File: src/hdl/scpf_pkg.sv
// Shared types and constants of the servo command packet framer.
package scpf_pkg;

    localparam logic [1:0] OP_GOAL_POS = 2'd0;
    localparam logic [1:0] OP_TORQUE   = 2'd1;
    localparam logic [1:0] OP_READ_POS = 2'd2;
    localparam logic [1:0] OP_NONE     = 2'd3;

    localparam logic [2:0] REG_HEADER_VALUE     = 3'd0;
    localparam logic [2:0] REG_WRITE_INSTR      = 3'd1;
    localparam logic [2:0] REG_READ_INSTR       = 3'd2;
    localparam logic [2:0] REG_GOAL_POSITION    = 3'd3;
    localparam logic [2:0] REG_PRESENT_POSITION = 3'd4;
    localparam logic [2:0] REG_TORQUE_ENABLE    = 3'd5;
    localparam logic [2:0] REG_POSITION_LIMIT   = 3'd6;

    localparam int CFG_WIDTH = 15;

    localparam logic [3:0] IDX_HEADER0 = 4'd0;
    localparam logic [3:0] IDX_HEADER1 = 4'd1;
    localparam logic [3:0] IDX_ID      = 4'd2;
    localparam logic [3:0] IDX_LENGTH  = 4'd3;
    localparam logic [3:0] IDX_INSTR   = 4'd4;
    localparam logic [3:0] IDX_ADDR    = 4'd5;
    localparam logic [3:0] IDX_DATA    = 4'd6;

    localparam logic [7:0] LENGTH_BIAS = 8'd3;
    localparam logic [7:0] READ_COUNT  = 8'd2;

    typedef struct packed {
        logic [7:0]      header;
        logic [7:0]      id;
        logic [7:0]      length;
        logic [7:0]      instr;
        logic [7:0]      addr;
        logic [3:0][7:0] data;
        logic [3:0]      last_idx;
    } desc_t;

    typedef struct packed {
        logic [3:0] idx;
        logic       mid_packet;
    } back_status_t;

endpackage

File: src/hdl/servo_command_packet_framer.sv
// Top level of the servo command packet framer: front end, descriptor queue, serializer.
// A request's first byte passes the descriptor queue, then the serializer's output register.
// Throughput: one byte per cycle while pop keeps the output register free; a packet holds
// 8, 9 or 11 bytes by request type, each sent through the single-byte output register.
// A two-entry descriptor queue lets one further request be taken while a packet drains.
// Reset clears the queue, the serializer and the configuration registers to their defaults.
module servo_command_packet_framer
(
    input  logic                           clk,
    input  logic                           rst_n,
    input  logic                           cfg_write,
    input  logic [2:0]                     cfg_index,
    input  logic [scpf_pkg::CFG_WIDTH-1:0] cfg_data,
    input  logic                           push,
    output logic                           full,
    input  logic [1:0]                     opcode,
    input  logic [7:0]                     servo_id,
    input  logic signed [15:0]             target_position,
    input  logic [15:0]                    move_time,
    input  logic                           torque_on,
    output logic                           empty,
    input  logic                           pop,
    output logic [7:0]                     tx_byte,
    output logic                           last_byte
);

    scpf_pkg::desc_t        front_desc;
    logic                   front_valid;
    logic                   q_push;
    logic                   q_full;
    logic                   q_empty;
    logic                   q_pop;
    scpf_pkg::desc_t        q_head;
    scpf_pkg::back_status_t bstat;

    assign full   = q_full;
    assign q_push = push && !q_full && front_valid;

    scpf_front u_front
    (
        .clk             (clk),
        .rst_n           (rst_n),
        .cfg_write       (cfg_write),
        .cfg_index       (cfg_index),
        .cfg_data        (cfg_data),
        .opcode          (opcode),
        .servo_id        (servo_id),
        .target_position (target_position),
        .move_time       (move_time),
        .torque_on       (torque_on),
        .desc_valid      (front_valid),
        .desc            (front_desc)
    );

    scpf_queue u_queue
    (
        .clk     (clk),
        .rst_n   (rst_n),
        .wr_en   (q_push),
        .wr_desc (front_desc),
        .full    (q_full),
        .rd_en   (q_pop),
        .empty   (q_empty),
        .rd_desc (q_head)
    );

    scpf_back u_back
    (
        .clk       (clk),
        .rst_n     (rst_n),
        .q_empty   (q_empty),
        .q_desc    (q_head),
        .q_pop     (q_pop),
        .empty     (empty),
        .pop       (pop),
        .tx_byte   (tx_byte),
        .last_byte (last_byte),
        .status    (bstat)
    );

    // The byte position never runs past the checksum of the packet being sent.
    a_idx_in_range: assert property (@(posedge clk) disable iff (!rst_n)
        !q_empty |-> (bstat.idx <= q_head.last_idx))
        else $error("byte position beyond checksum");

    // A packet in progress keeps its descriptor at the head of the queue.
    a_mid_has_desc: assert property (@(posedge clk) disable iff (!rst_n)
        bstat.mid_packet |-> !q_empty)
        else $error("packet in progress without descriptor");

    // Retiring a descriptor leaves its checksum byte waiting on the result ports.
    a_retire_last: assert property (@(posedge clk) disable iff (!rst_n)
        q_pop |=> (!empty && last_byte))
        else $error("descriptor retired without checksum byte");

endmodule

File: src/hdl/scpf_front.sv
// Front end: configuration registers and request classification into a packet descriptor.
module scpf_front
(
    input  logic                           clk,
    input  logic                           rst_n,
    input  logic                           cfg_write,
    input  logic [2:0]                     cfg_index,
    input  logic [scpf_pkg::CFG_WIDTH-1:0] cfg_data,
    input  logic [1:0]                     opcode,
    input  logic [7:0]                     servo_id,
    input  logic signed [15:0]             target_position,
    input  logic [15:0]                    move_time,
    input  logic                           torque_on,
    output logic                           desc_valid,
    output scpf_pkg::desc_t                desc
);

    logic [7:0]  header_value_reg;
    logic [7:0]  write_instr_reg;
    logic [7:0]  read_instr_reg;
    logic [7:0]  goal_pos_addr_reg;
    logic [7:0]  present_pos_addr_reg;
    logic [7:0]  torque_addr_reg;
    logic [14:0] position_limit_reg;

    logic [14:0] pos_floor;
    logic [14:0] pos_clamped;
    logic [2:0]  ndata;

    always_ff @(posedge clk or negedge rst_n)
    begin
        if (!rst_n)
        begin
            header_value_reg     <= 8'd255;
            write_instr_reg      <= 8'd3;
            read_instr_reg       <= 8'd2;
            goal_pos_addr_reg    <= 8'd42;
            present_pos_addr_reg <= 8'd56;
            torque_addr_reg      <= 8'd40;
            position_limit_reg   <= 15'd1023;
        end
        else if (cfg_write)
        begin
            case (cfg_index)
                scpf_pkg::REG_HEADER_VALUE:     header_value_reg     <= cfg_data[7:0];
                scpf_pkg::REG_WRITE_INSTR:      write_instr_reg      <= cfg_data[7:0];
                scpf_pkg::REG_READ_INSTR:       read_instr_reg       <= cfg_data[7:0];
                scpf_pkg::REG_GOAL_POSITION:    goal_pos_addr_reg    <= cfg_data[7:0];
                scpf_pkg::REG_PRESENT_POSITION: present_pos_addr_reg <= cfg_data[7:0];
                scpf_pkg::REG_TORQUE_ENABLE:    torque_addr_reg      <= cfg_data[7:0];
                scpf_pkg::REG_POSITION_LIMIT:   position_limit_reg   <= cfg_data[14:0];
                default:
                begin
                end
            endcase
        end
    end

    always_comb
    begin
        pos_floor   = target_position[15] ? 15'd0 : target_position[14:0];
        pos_clamped = (pos_floor > position_limit_reg) ? position_limit_reg : pos_floor;

        desc_valid  = 1'b1;
        desc.header = header_value_reg;
        desc.id     = servo_id;
        desc.instr  = write_instr_reg;
        desc.addr   = goal_pos_addr_reg;
        desc.data   = '0;
        ndata       = 3'd1;

        unique case (opcode)
            scpf_pkg::OP_GOAL_POS:
            begin
                desc.data[0] = {1'b0, pos_clamped[14:8]};
                desc.data[1] = pos_clamped[7:0];
                desc.data[2] = move_time[15:8];
                desc.data[3] = move_time[7:0];
                ndata        = (move_time != 16'd0) ? 3'd4 : 3'd2;
            end
            scpf_pkg::OP_TORQUE:
            begin
                desc.addr    = torque_addr_reg;
                desc.data[0] = {7'd0, torque_on};
            end
            scpf_pkg::OP_READ_POS:
            begin
                desc.instr   = read_instr_reg;
                desc.addr    = present_pos_addr_reg;
                desc.data[0] = scpf_pkg::READ_COUNT;
            end
            default:
            begin
                desc_valid = 1'b0;
            end
        endcase

        desc.length   = {5'd0, ndata} + scpf_pkg::LENGTH_BIAS;
        desc.last_idx = scpf_pkg::IDX_DATA + {1'b0, ndata};
    end

endmodule

File: src/hdl/scpf_queue.sv
// Two-entry descriptor queue between the front end and the byte serializer.
module scpf_queue
(
    input  logic            clk,
    input  logic            rst_n,
    input  logic            wr_en,
    input  scpf_pkg::desc_t wr_desc,
    output logic            full,
    input  logic            rd_en,
    output logic            empty,
    output scpf_pkg::desc_t rd_desc
);

    scpf_pkg::desc_t entries [2];
    logic            wr_ptr_reg;
    logic            wr_ptr_next;
    logic            rd_ptr_reg;
    logic            rd_ptr_next;
    logic [1:0]      count_reg;
    logic [1:0]      count_next;

    assign full    = (count_reg == 2'd2);
    assign empty   = (count_reg == 2'd0);
    assign rd_desc = entries[rd_ptr_reg];

    always_comb
    begin
        wr_ptr_next = wr_en ? ~wr_ptr_reg : wr_ptr_reg;
        rd_ptr_next = rd_en ? ~rd_ptr_reg : rd_ptr_reg;
        count_next  = count_reg + {1'b0, wr_en} - {1'b0, rd_en};
    end

    always_ff @(posedge clk)
    begin
        if (wr_en)
        begin
            entries[wr_ptr_reg] <= wr_desc;
        end
    end

    always_ff @(posedge clk or negedge rst_n)
    begin
        if (!rst_n)
        begin
            wr_ptr_reg <= 1'b0;
            rd_ptr_reg <= 1'b0;
            count_reg  <= 2'd0;
        end
        else
        begin
            wr_ptr_reg <= wr_ptr_next;
            rd_ptr_reg <= rd_ptr_next;
            count_reg  <= count_next;
        end
    end

endmodule

File: src/hdl/scpf_back.sv
// Back end: serializes one descriptor into packet bytes with a running checksum.
module scpf_back
(
    input  logic                   clk,
    input  logic                   rst_n,
    input  logic                   q_empty,
    input  scpf_pkg::desc_t        q_desc,
    output logic                   q_pop,
    output logic                   empty,
    input  logic                   pop,
    output logic [7:0]             tx_byte,
    output logic                   last_byte,
    output scpf_pkg::back_status_t status
);

    logic [3:0] idx_reg;
    logic [3:0] idx_next;
    logic [7:0] sum_reg;
    logic [7:0] sum_next;
    logic       out_valid_reg;
    logic       out_valid_next;
    logic [7:0] out_byte_reg;
    logic       out_last_reg;

    logic       advance;
    logic       at_last;
    logic [3:0] data_off;
    logic [7:0] cur_byte;

    always_comb
    begin
        advance  = !q_empty && (!out_valid_reg || pop);
        at_last  = (idx_reg == q_desc.last_idx);
        data_off = idx_reg - scpf_pkg::IDX_DATA;

        case (idx_reg)
            scpf_pkg::IDX_HEADER0: cur_byte = q_desc.header;
            scpf_pkg::IDX_HEADER1: cur_byte = q_desc.header;
            scpf_pkg::IDX_ID:      cur_byte = q_desc.id;
            scpf_pkg::IDX_LENGTH:  cur_byte = q_desc.length;
            scpf_pkg::IDX_INSTR:   cur_byte = q_desc.instr;
            scpf_pkg::IDX_ADDR:    cur_byte = q_desc.addr;
            default:               cur_byte = at_last ? ~sum_reg : q_desc.data[data_off[1:0]];
        endcase

        idx_next = idx_reg;
        sum_next = sum_reg;
        if (advance)
        begin
            if (at_last)
            begin
                idx_next = '0;
                sum_next = '0;
            end
            else
            begin
                idx_next = idx_reg + 4'd1;
                sum_next = (idx_reg >= scpf_pkg::IDX_ID) ? sum_reg + cur_byte : sum_reg;
            end
        end

        out_valid_next = advance || (out_valid_reg && !pop);
        q_pop          = advance && at_last;
    end

    always_ff @(posedge clk or negedge rst_n)
    begin
        if (!rst_n)
        begin
            idx_reg       <= '0;
            sum_reg       <= '0;
            out_valid_reg <= 1'b0;
        end
        else
        begin
            idx_reg       <= idx_next;
            sum_reg       <= sum_next;
            out_valid_reg <= out_valid_next;
        end
    end

    always_ff @(posedge clk)
    begin
        if (advance)
        begin
            out_byte_reg <= cur_byte;
            out_last_reg <= at_last;
        end
    end

    assign empty             = !out_valid_reg;
    assign tx_byte           = out_byte_reg;
    assign last_byte         = out_last_reg;
    assign status.idx        = idx_reg;
    assign status.mid_packet = (idx_reg != 4'd0);

endmodule
File: config.mk
export PLATFORM = sky130hd
export DESIGN_NAME = servo_command_packet_framer
export DESIGN_NICKNAME = d
export VERILOG_FILES = /design/src/hdl/scpf_pkg.sv /design/src/hdl/servo_command_packet_framer.sv /design/src/hdl/scpf_front.sv /design/src/hdl/scpf_queue.sv /design/src/hdl/scpf_back.sv
export SDC_FILE = /design/constraint.sdc
export NUM_CORES = 1
export LEC_CHECK = 0
export ABC_AREA = 1
export ABC_CLOCK_PERIOD_IN_PS = 6850
export BUFFER_PORTS_ARGS = -buffer_cell sky130_fd_sc_hd__buf_2
export CAP_MARGIN = 20
export CORE_UTILIZATION = 60
export DETAILED_ROUTE_END_ITERATION = 7
export PLACE_DENSITY = 0.79
export SLEW_MARGIN = 20
export SYNTH_ARGS = -nofsm -noshare
export SYNTH_HDL_FRONTEND = slang
export SYNTH_SLANG_ARGS = --single-unit
File: constraint.sdc
create_clock -name clk -period 6.85 [get_ports clk]
set_clock_uncertainty 0.15 [all_clocks]
set_input_delay 1.37 -clock clk [delete_from_list [all_inputs] [get_ports clk]]
set_output_delay 1.37 -clock clk [all_outputs]
set_load 0.02 [all_outputs]
Word-level counts from Yosys, hierarchy flattened
Memories as Yosys holds them, arrays and structs flattened.
Index checks and enable logic that the tools add are counted.
{"block": "totals", "in_bits": 66, "n_memories": 1, "latchBits": 0, "regBits": 89, "word_cells": 89, "ramBits": 142, "romBits": 0}
{"name": "u_queue.entries", "depth": 2, "width": 71, "read_ports": 1, "rd_ports_with_merged_regs": 0, "write_ports": 1, "line_no": "scpf_queue.sv:14", "rtl": "scpf_pkg::desc_t entries [2];"}
{"block": "classes", "shifts": 0, "n_bitwise": 3, "div_mod_pow": 0, "n_reduce_logical": 27, "addsub": 7, "muxes": 18, "n_eq_ne": 15, "magnitude_cmp": 3, "mul": 0}
{"operator": "two-way mux 8 bit", "n": 5}
{"operator": "one-hot mux 8 bit (5 select lines)", "n": 1}
{"operator": "two-way mux 15 bit", "n": 2}
{"operator": "two-way mux 24 bit", "n": 1}
{"operator": "one-hot mux 7 bit (3 select lines)", "n": 1}
{"operator": "binary-select mux 8 bit (select 2 bit)", "n": 1}
{"operator": "one-hot mux 8 bit (2 select lines)", "n": 1}
{"operator": "AND reduction 2 bit", "n": 8}
{"operator": "nonzero test 16 bit", "n": 1}
{"operator": "greater-than comparator 15 bit", "n": 1}
{"operator": "== test 3 bit (second input constant)", "n": 3}
{"operator": "adder 8 bit", "n": 1}
{"operator": "== test 4 x 2 -> 1 bit (second input constant)", "n": 2}
{"operator": "== test 4 x 3 -> 1 bit (second input constant)", "n": 2}
{"operator": "inverter 8 bit", "n": 1}
{"operator": "== test 3 x 2 -> 1 bit (second input constant)", "n": 2}
{"operator": "two-way mux 3 bit", "n": 2}
{"operator": "logical AND 1 bit", "n": 5}
{"operator": "adder 3 x 2 -> 4 bit (second input constant)", "n": 1}
{"operator": "adder 3 x 3 -> 4 bit (first input constant)", "n": 1}
{"operator": "adder 4 x 1 -> 4 bit (second input constant)", "n": 1}
{"operator": "== test 2 bit (second input constant)", "n": 2}
{"operator": "== test 4 x 1 -> 1 bit (second input constant)", "n": 1}
{"operator": "== test 4 bit", "n": 1}
{"operator": "other kinds (18)", "n": 26}

Logic depth before layout (Yosys ltp)
{"block": "depth", "depth_word": 8, "depth_mapped": 23}

Hierarchy
From an unflattened synthesis, not the netlist that was laid out.
{"block": "unflattened", "hier_cells": 1194, "area_unflattened_um2": 11601.1}
{"mod": "scpf_queue", "cells_per_inst": 422, "instances": 1, "seq_area_each_um2": 4664.5, "area_per_inst_um2": 5938.2}
{"mod": "scpf_front", "cells_per_inst": 491, "instances": 1, "seq_area_each_um2": 1612.8, "area_per_inst_um2": 3708.6}
{"mod": "scpf_back", "cells_per_inst": 279, "instances": 1, "seq_area_each_um2": 595.6, "area_per_inst_um2": 1944.4}
{"mod": "servo_command_packet_framer", "cells_per_inst": 2, "instances": 1, "seq_area_each_um2": 0.0, "area_per_inst_um2": 10.0}

Worst setup path before layout
OpenSTA, ideal clock, no wires.
{"block": "synth_timing", "path_type": "input to register", "start": "input port opcode[0]", "end": "memory u_queue.entries[1][0] in the netlist's numbering, enable pin", "path_slack_ns": 1.283, "required_time_ns": 6.200, "stages": 4, "arrival_ns": 4.917, "setup_ns": 0.500, "cell_sequence": "ha_1 nor3_1 inv_1 nor2_1"}
{"block": "synth_via", "elab_chain_cells": 6}
{"item": "start, declared", "line_no": "servo_command_packet_framer.sv:16", "rtl": "input logic [1:0] opcode,"}
{"item": "== test 2 x 1 -> 1 bit, or another cell as far along", "line_no": "scpf_front.sv:72", "rtl": "unique case (opcode)"}
{"item": "OR reduction 3 bit (no line) *"}
{"item": "two-way mux 1 bit *", "line_no": "scpf_front.sv:72"}
{"item": "logical AND 1 bit *", "line_no": "servo_command_packet_framer.sv:37", "rtl": "assign q_push = push && !q_full && front_valid;"}
{"item": "net q_push", "line_no": "servo_command_packet_framer.sv:29", "rtl": "logic q_push;"}
{"item": "two-way mux 1 bit *", "line_no": "scpf_queue.sv:35", "rtl": "if (wr_en)"}
{"item": "two-way mux 1 bit (implied by the code) *", "line_no": "scpf_queue.sv:37", "rtl": "entries[wr_ptr_reg] <= wr_desc;"}
{"item": "end, declared", "line_no": "scpf_queue.sv:14"}
Mark *: on every way through the listed nets, which the timed path passes. The rest lies on a longest branch.

Worst setup path in the final report
{"block": "layout_timing", "start": "register u_back.idx_reg[1]", "end": "register u_back.sum_reg[6]"}
{"block": "layout_via", "elab_chain_cells": 8}
{"item": "start, declared", "line_no": "scpf_back.sv:16", "rtl": "logic [3:0] idx_reg;"}
{"item": "start signal, assigned", "line_no": "scpf_back.sv:76", "rtl": "idx_reg <= idx_next;"}
{"item": "subtractor 2 bit", "line_no": "scpf_back.sv:34", "rtl": "data_off = idx_reg - scpf_pkg::IDX_DATA;"}
{"item": "binary-select mux 8 bit (select 2 bit)", "line_no": "scpf_back.sv:43", "rtl": "default: cur_byte = at_last ? ~sum_reg : q_desc.data[data_off[1:0]];"}
{"item": "two-way mux 8 bit (implied by the code)", "line_no": "scpf_back.sv:43"}
{"item": "two-way mux 8 bit", "line_no": "scpf_back.sv:43"}
{"item": "one-hot mux 8 bit (5 select lines) *", "line_no": "scpf_back.sv:36", "rtl": "case (idx_reg)"}
{"item": "net u_back.cur_byte[0]", "line_no": "scpf_back.sv:28", "rtl": "logic [7:0] cur_byte;"}
{"item": "adder 8 bit *", "line_no": "scpf_back.sv:58", "rtl": "sum_next = (idx_reg >= scpf_pkg::IDX_ID) ? sum_reg + cur_byte : sum_reg;"}
{"item": "two-way mux 8 bit *", "line_no": "scpf_back.sv:58"}
{"item": "two-way mux 8 bit *", "line_no": "scpf_back.sv:50", "rtl": "if (at_last)"}
{"item": "end signal, assigned", "line_no": "scpf_back.sv:77", "rtl": "sum_reg <= sum_next;"}
{"item": "end, declared", "line_no": "scpf_back.sv:18", "rtl": "logic [7:0] sum_reg;"}
Mark *: on every way through the listed nets, which the timed path passes. The rest lies on a longest branch. The select of a mux whose other input is x is not followed.
A chain may end at the register's enable or synchronous reset.

==> run_results.csv <==
group,metric,value,unit
status,status,"finished clean",
cells_and_area,antenna_cells,0,
placement,place_congestion,0.940,
job,cap_viol_max_count,0,
cells_and_area,layout.nets,1241,
clock_network,cts_tree,"done",
power_and_ir_drop,clkPwrFrac,0.252,
setup_path,critPathBufInv,4,
power_and_ir_drop,cellInternalPower,0.00336,W
synth,synth_cell_types,52,
synth,synth_most_common_cell,"nand2_1",
synth,avgSynthCellArea,9.98,um^2
timing,setup_viol,0,
power_and_ir_drop,swShare,0.371,
detailed_routing,drt_iter0_markers,643,
global_routing,track_usage,0.267,
clock_network,h-tree-depth,1,
setup_path,worstPathArrival,4330,ps
floorplanning,start_util,0.617,
clock_network,root_buffer,"clkbuf_16",
detailed_routing,antenna_left,0,
clock_network,ctsHoldBuffers,0,
power_and_ir_drop,switchingPower,0.00198,W
clock_network,clk_pin_slew_worst_paths,60,ps
synth,synth_enable_flop_cells,149,
timing,rsz0062_at_grt,"false",
setup_path,cp_common_cell,"inv_1",
synth,ys.flop_type,"edfxtp_1",
clock_network,cts-buffers-inserted,24,
power_and_ir_drop,powerDensity,444,nW/um^2
timing,worstMarginPinSlew,984,ps
placement,portBuffers,76,
clock_network,cts_max_path_buffers,3,
setup_path,crit_path_end_kind,"flop",
global_routing,grt_pass1_vias,7515,
setup_path,cp_slowest_cell,"dfrtp_1",
floorplanning,die_x,136,um
floorplanning,core.rowCount,48,
detailed_routing,first_pass_iters,7,
synth,synth-warning-count,0,
detailed_routing,wirelength,23400,um
timing,period_share,0.590,
cells_and_area,area_growth,12.3,%
global_routing,grt_pass1_wl,37900,um
synth,synth_commonest_cells,"nand2_1, edfxtp_1, inv_1",
timing,period_needed,4040,ps
setup_path,cp_slowest_stage_delay,480,ps
detailed_routing,via_per_inst,5.62,
clock_network,ctsResizeCount,0,
power_and_ir_drop,peakVddDrop,0.361,mV
synth,ys_ff_latch,229,
min_path,worstHoldPathCells,2,
synth,synth_top_area_frac,0.418,
synth,synth_area_leader_cell,"edfxtp_1",
detailed_routing,remaining_drc_errors,0,
setup_path,cp_max_fo,17,
detailed_routing,wl_per_cell,16.9,um
floorplanning,die-area,18400,um^2
floorplanning,core_area,17400,um^2
floorplanning,boundaryPins,77,
cells_and_area,post-route-util,0.693,
clock_network,insertion_delay,510,ps
timing,slew_viol_final,0,
detailed_routing,via_count,7772,
global_routing,grt_max_degree,72,
setup_path,crit_family,"simple AND/OR/NAND/NOR gates",
timing,relSlewSlack,0.344,
power_and_ir_drop,p_leak,5.31,nW
cells_and_area,largest_reg_flops,140,
power_and_ir_drop,power.share.sequential,0.386,
setup_path,path_depth,21,
clock_network,cts_setup_buffers,0,
floorplanning,dieHeight,136,um
timing,max_freq,247,MHz
setup_path,worstPathRequired,7140,ps
synth,async_flop_share,0.349,
placement,dp_hpwl,15300,um
clock_network,clock-sinks,229,
synth,synth_area,10700,um^2
setup_path,r2r.worst_path.cells,21,
setup_path,crit_path_start_kind,"flop",
global_routing,antenna_found_initial,0,
synth,syn_inst,1073,
cells_and_area,drive_gt1_frac,0.160,
timing,fin_tns_setup,0,ps
synth,synth_seq_area_share,0.608,
synth,synth.area.top_cells,"edfxtp_1, dfrtp_1, nand2_1, dfstp_2, ha_1",
power_and_ir_drop,combPwrFrac,0.362,
setup_path,crit_type,"reg2reg",
min_path,hold_class,"reg2reg",
timing,finalHoldViolCount,0,
setup_path,cp_cell_sequence,"inv_1 > ha_1 > inv_1 > nor2_2 > nor2_2 > nand4_4 > inv_4 > o21ai_0 > a31oi_1 > a21oi_1 > ha_1 > inv_1 > fa_1 > nor2_1 > nor2_1 > o21bai_1 > nand2_1 > nand2_1 > a21oi_1 > xor2_1 > o21ai_1",
global_routing,overflow,0,
[kinds of logic (layout without fill, tap and decap cells)]
family	Yosys count	in the layout	synth area share
AND/OR/NAND/NOR	448	448	0.174
flip-flops	229	229	0.608
AO/OA/AOI/OAI	206	206	0.110
buffers and inverters	146	230	0.0598
adder cells (fa/ha/maj)	34	34	0.0404
XOR/XNOR	8	8	0.00655
other	2	4	0.000702
[worst min-delay path, stage by stage (launching register included)]
cell     delay (ps)
dfrtp_1         340
nand2_1          50
o21ai_0          60
[power by group through the flow]
stage / clock, W / combinational (W) / sequential, W
final: 0.00135 / 0.00193 / 0.00206
after floorplan: 0 / 0.00149 / 0.00205
after global routing: 0.00141 / 0.00217 / 0.00210
after detailed placement: 0 / 0.00191 / 0.00208
after CTS: 0.00136 / 0.00193 / 0.00206
after global placement: 0 / 0.00186 / 0.00207
[through the flow]
stage,setup WS (ps),hold WS (ps),instance area [um^2],total power [W],std cells
4_1_cts,2860,339,12000,0.00535,1384
6_report,2810,336,12000,0.00534,1384
3_5_place_dp,2730,324,11200,0.00399,1340
2_1_floorplan,1280,303,10700,0.00354,1075
3_3_place_gp,2830,316,11200,0.00393,1340
5_1_grt,2450,349,12000,0.00568,1384
[layer usage]
metal  wire, um  GRT usage
met4        537     0.0774
met2      11200      0.440
met3       1570     0.0445
met5          0          0
met1      10100      0.363
[path summary, 6_finish.rpt]
| path | from | endpoint | slack (ps) |
|---|---|---|---|
| worst max register to register | u_back.idx_reg[1]$_DFFE_PN0P_ | u_back.sum_reg[6]$_DFFE_PN0P_ | 2810 |
| worst min-delay path | u_front.write_instr_reg[4]$_DFFE_PN0P_ | u_front.write_instr_reg[4]$_DFFE_PN0P_ | 340 |
| worst max-delay path | u_back.idx_reg[1]$_DFFE_PN0P_ | u_back.sum_reg[6]$_DFFE_PN0P_ | 2810 |
| min in group asynchronous | rst_n | u_back.idx_reg[3]$_DFFE_PN0P_ | 550 |
| max in group asynchronous | rst_n | u_queue.rd_ptr_reg$_DFFE_PN0P_ | 4800 |
| worst min register to register | u_front.write_instr_reg[4]$_DFFE_PN0P_ | u_front.write_instr_reg[4]$_DFFE_PN0P_ | 340 |
[cell type report]
class	count	area, um^2
inverters	105	404
flip-flops and latches	229	6510
repair buffers	81	420
clock buffers	36	708
well taps	225	282
multi-input cells	700	3570
clock inverters	8	120
fillers	1308	5340
[cells in the final DEF, fill, tap and decap left out, drive strengths merged, types with 29 or more instances in the layout]
cell / instances
buf: 81
ha: 33
nand2: 340
a21oi: 71
inv: 105
edfxtp: 149
clkbuf: 36
dfstp: 29
nor2: 59
o21ai: 91
dfrtp: 51
Power figures use the tool's default switching activity.
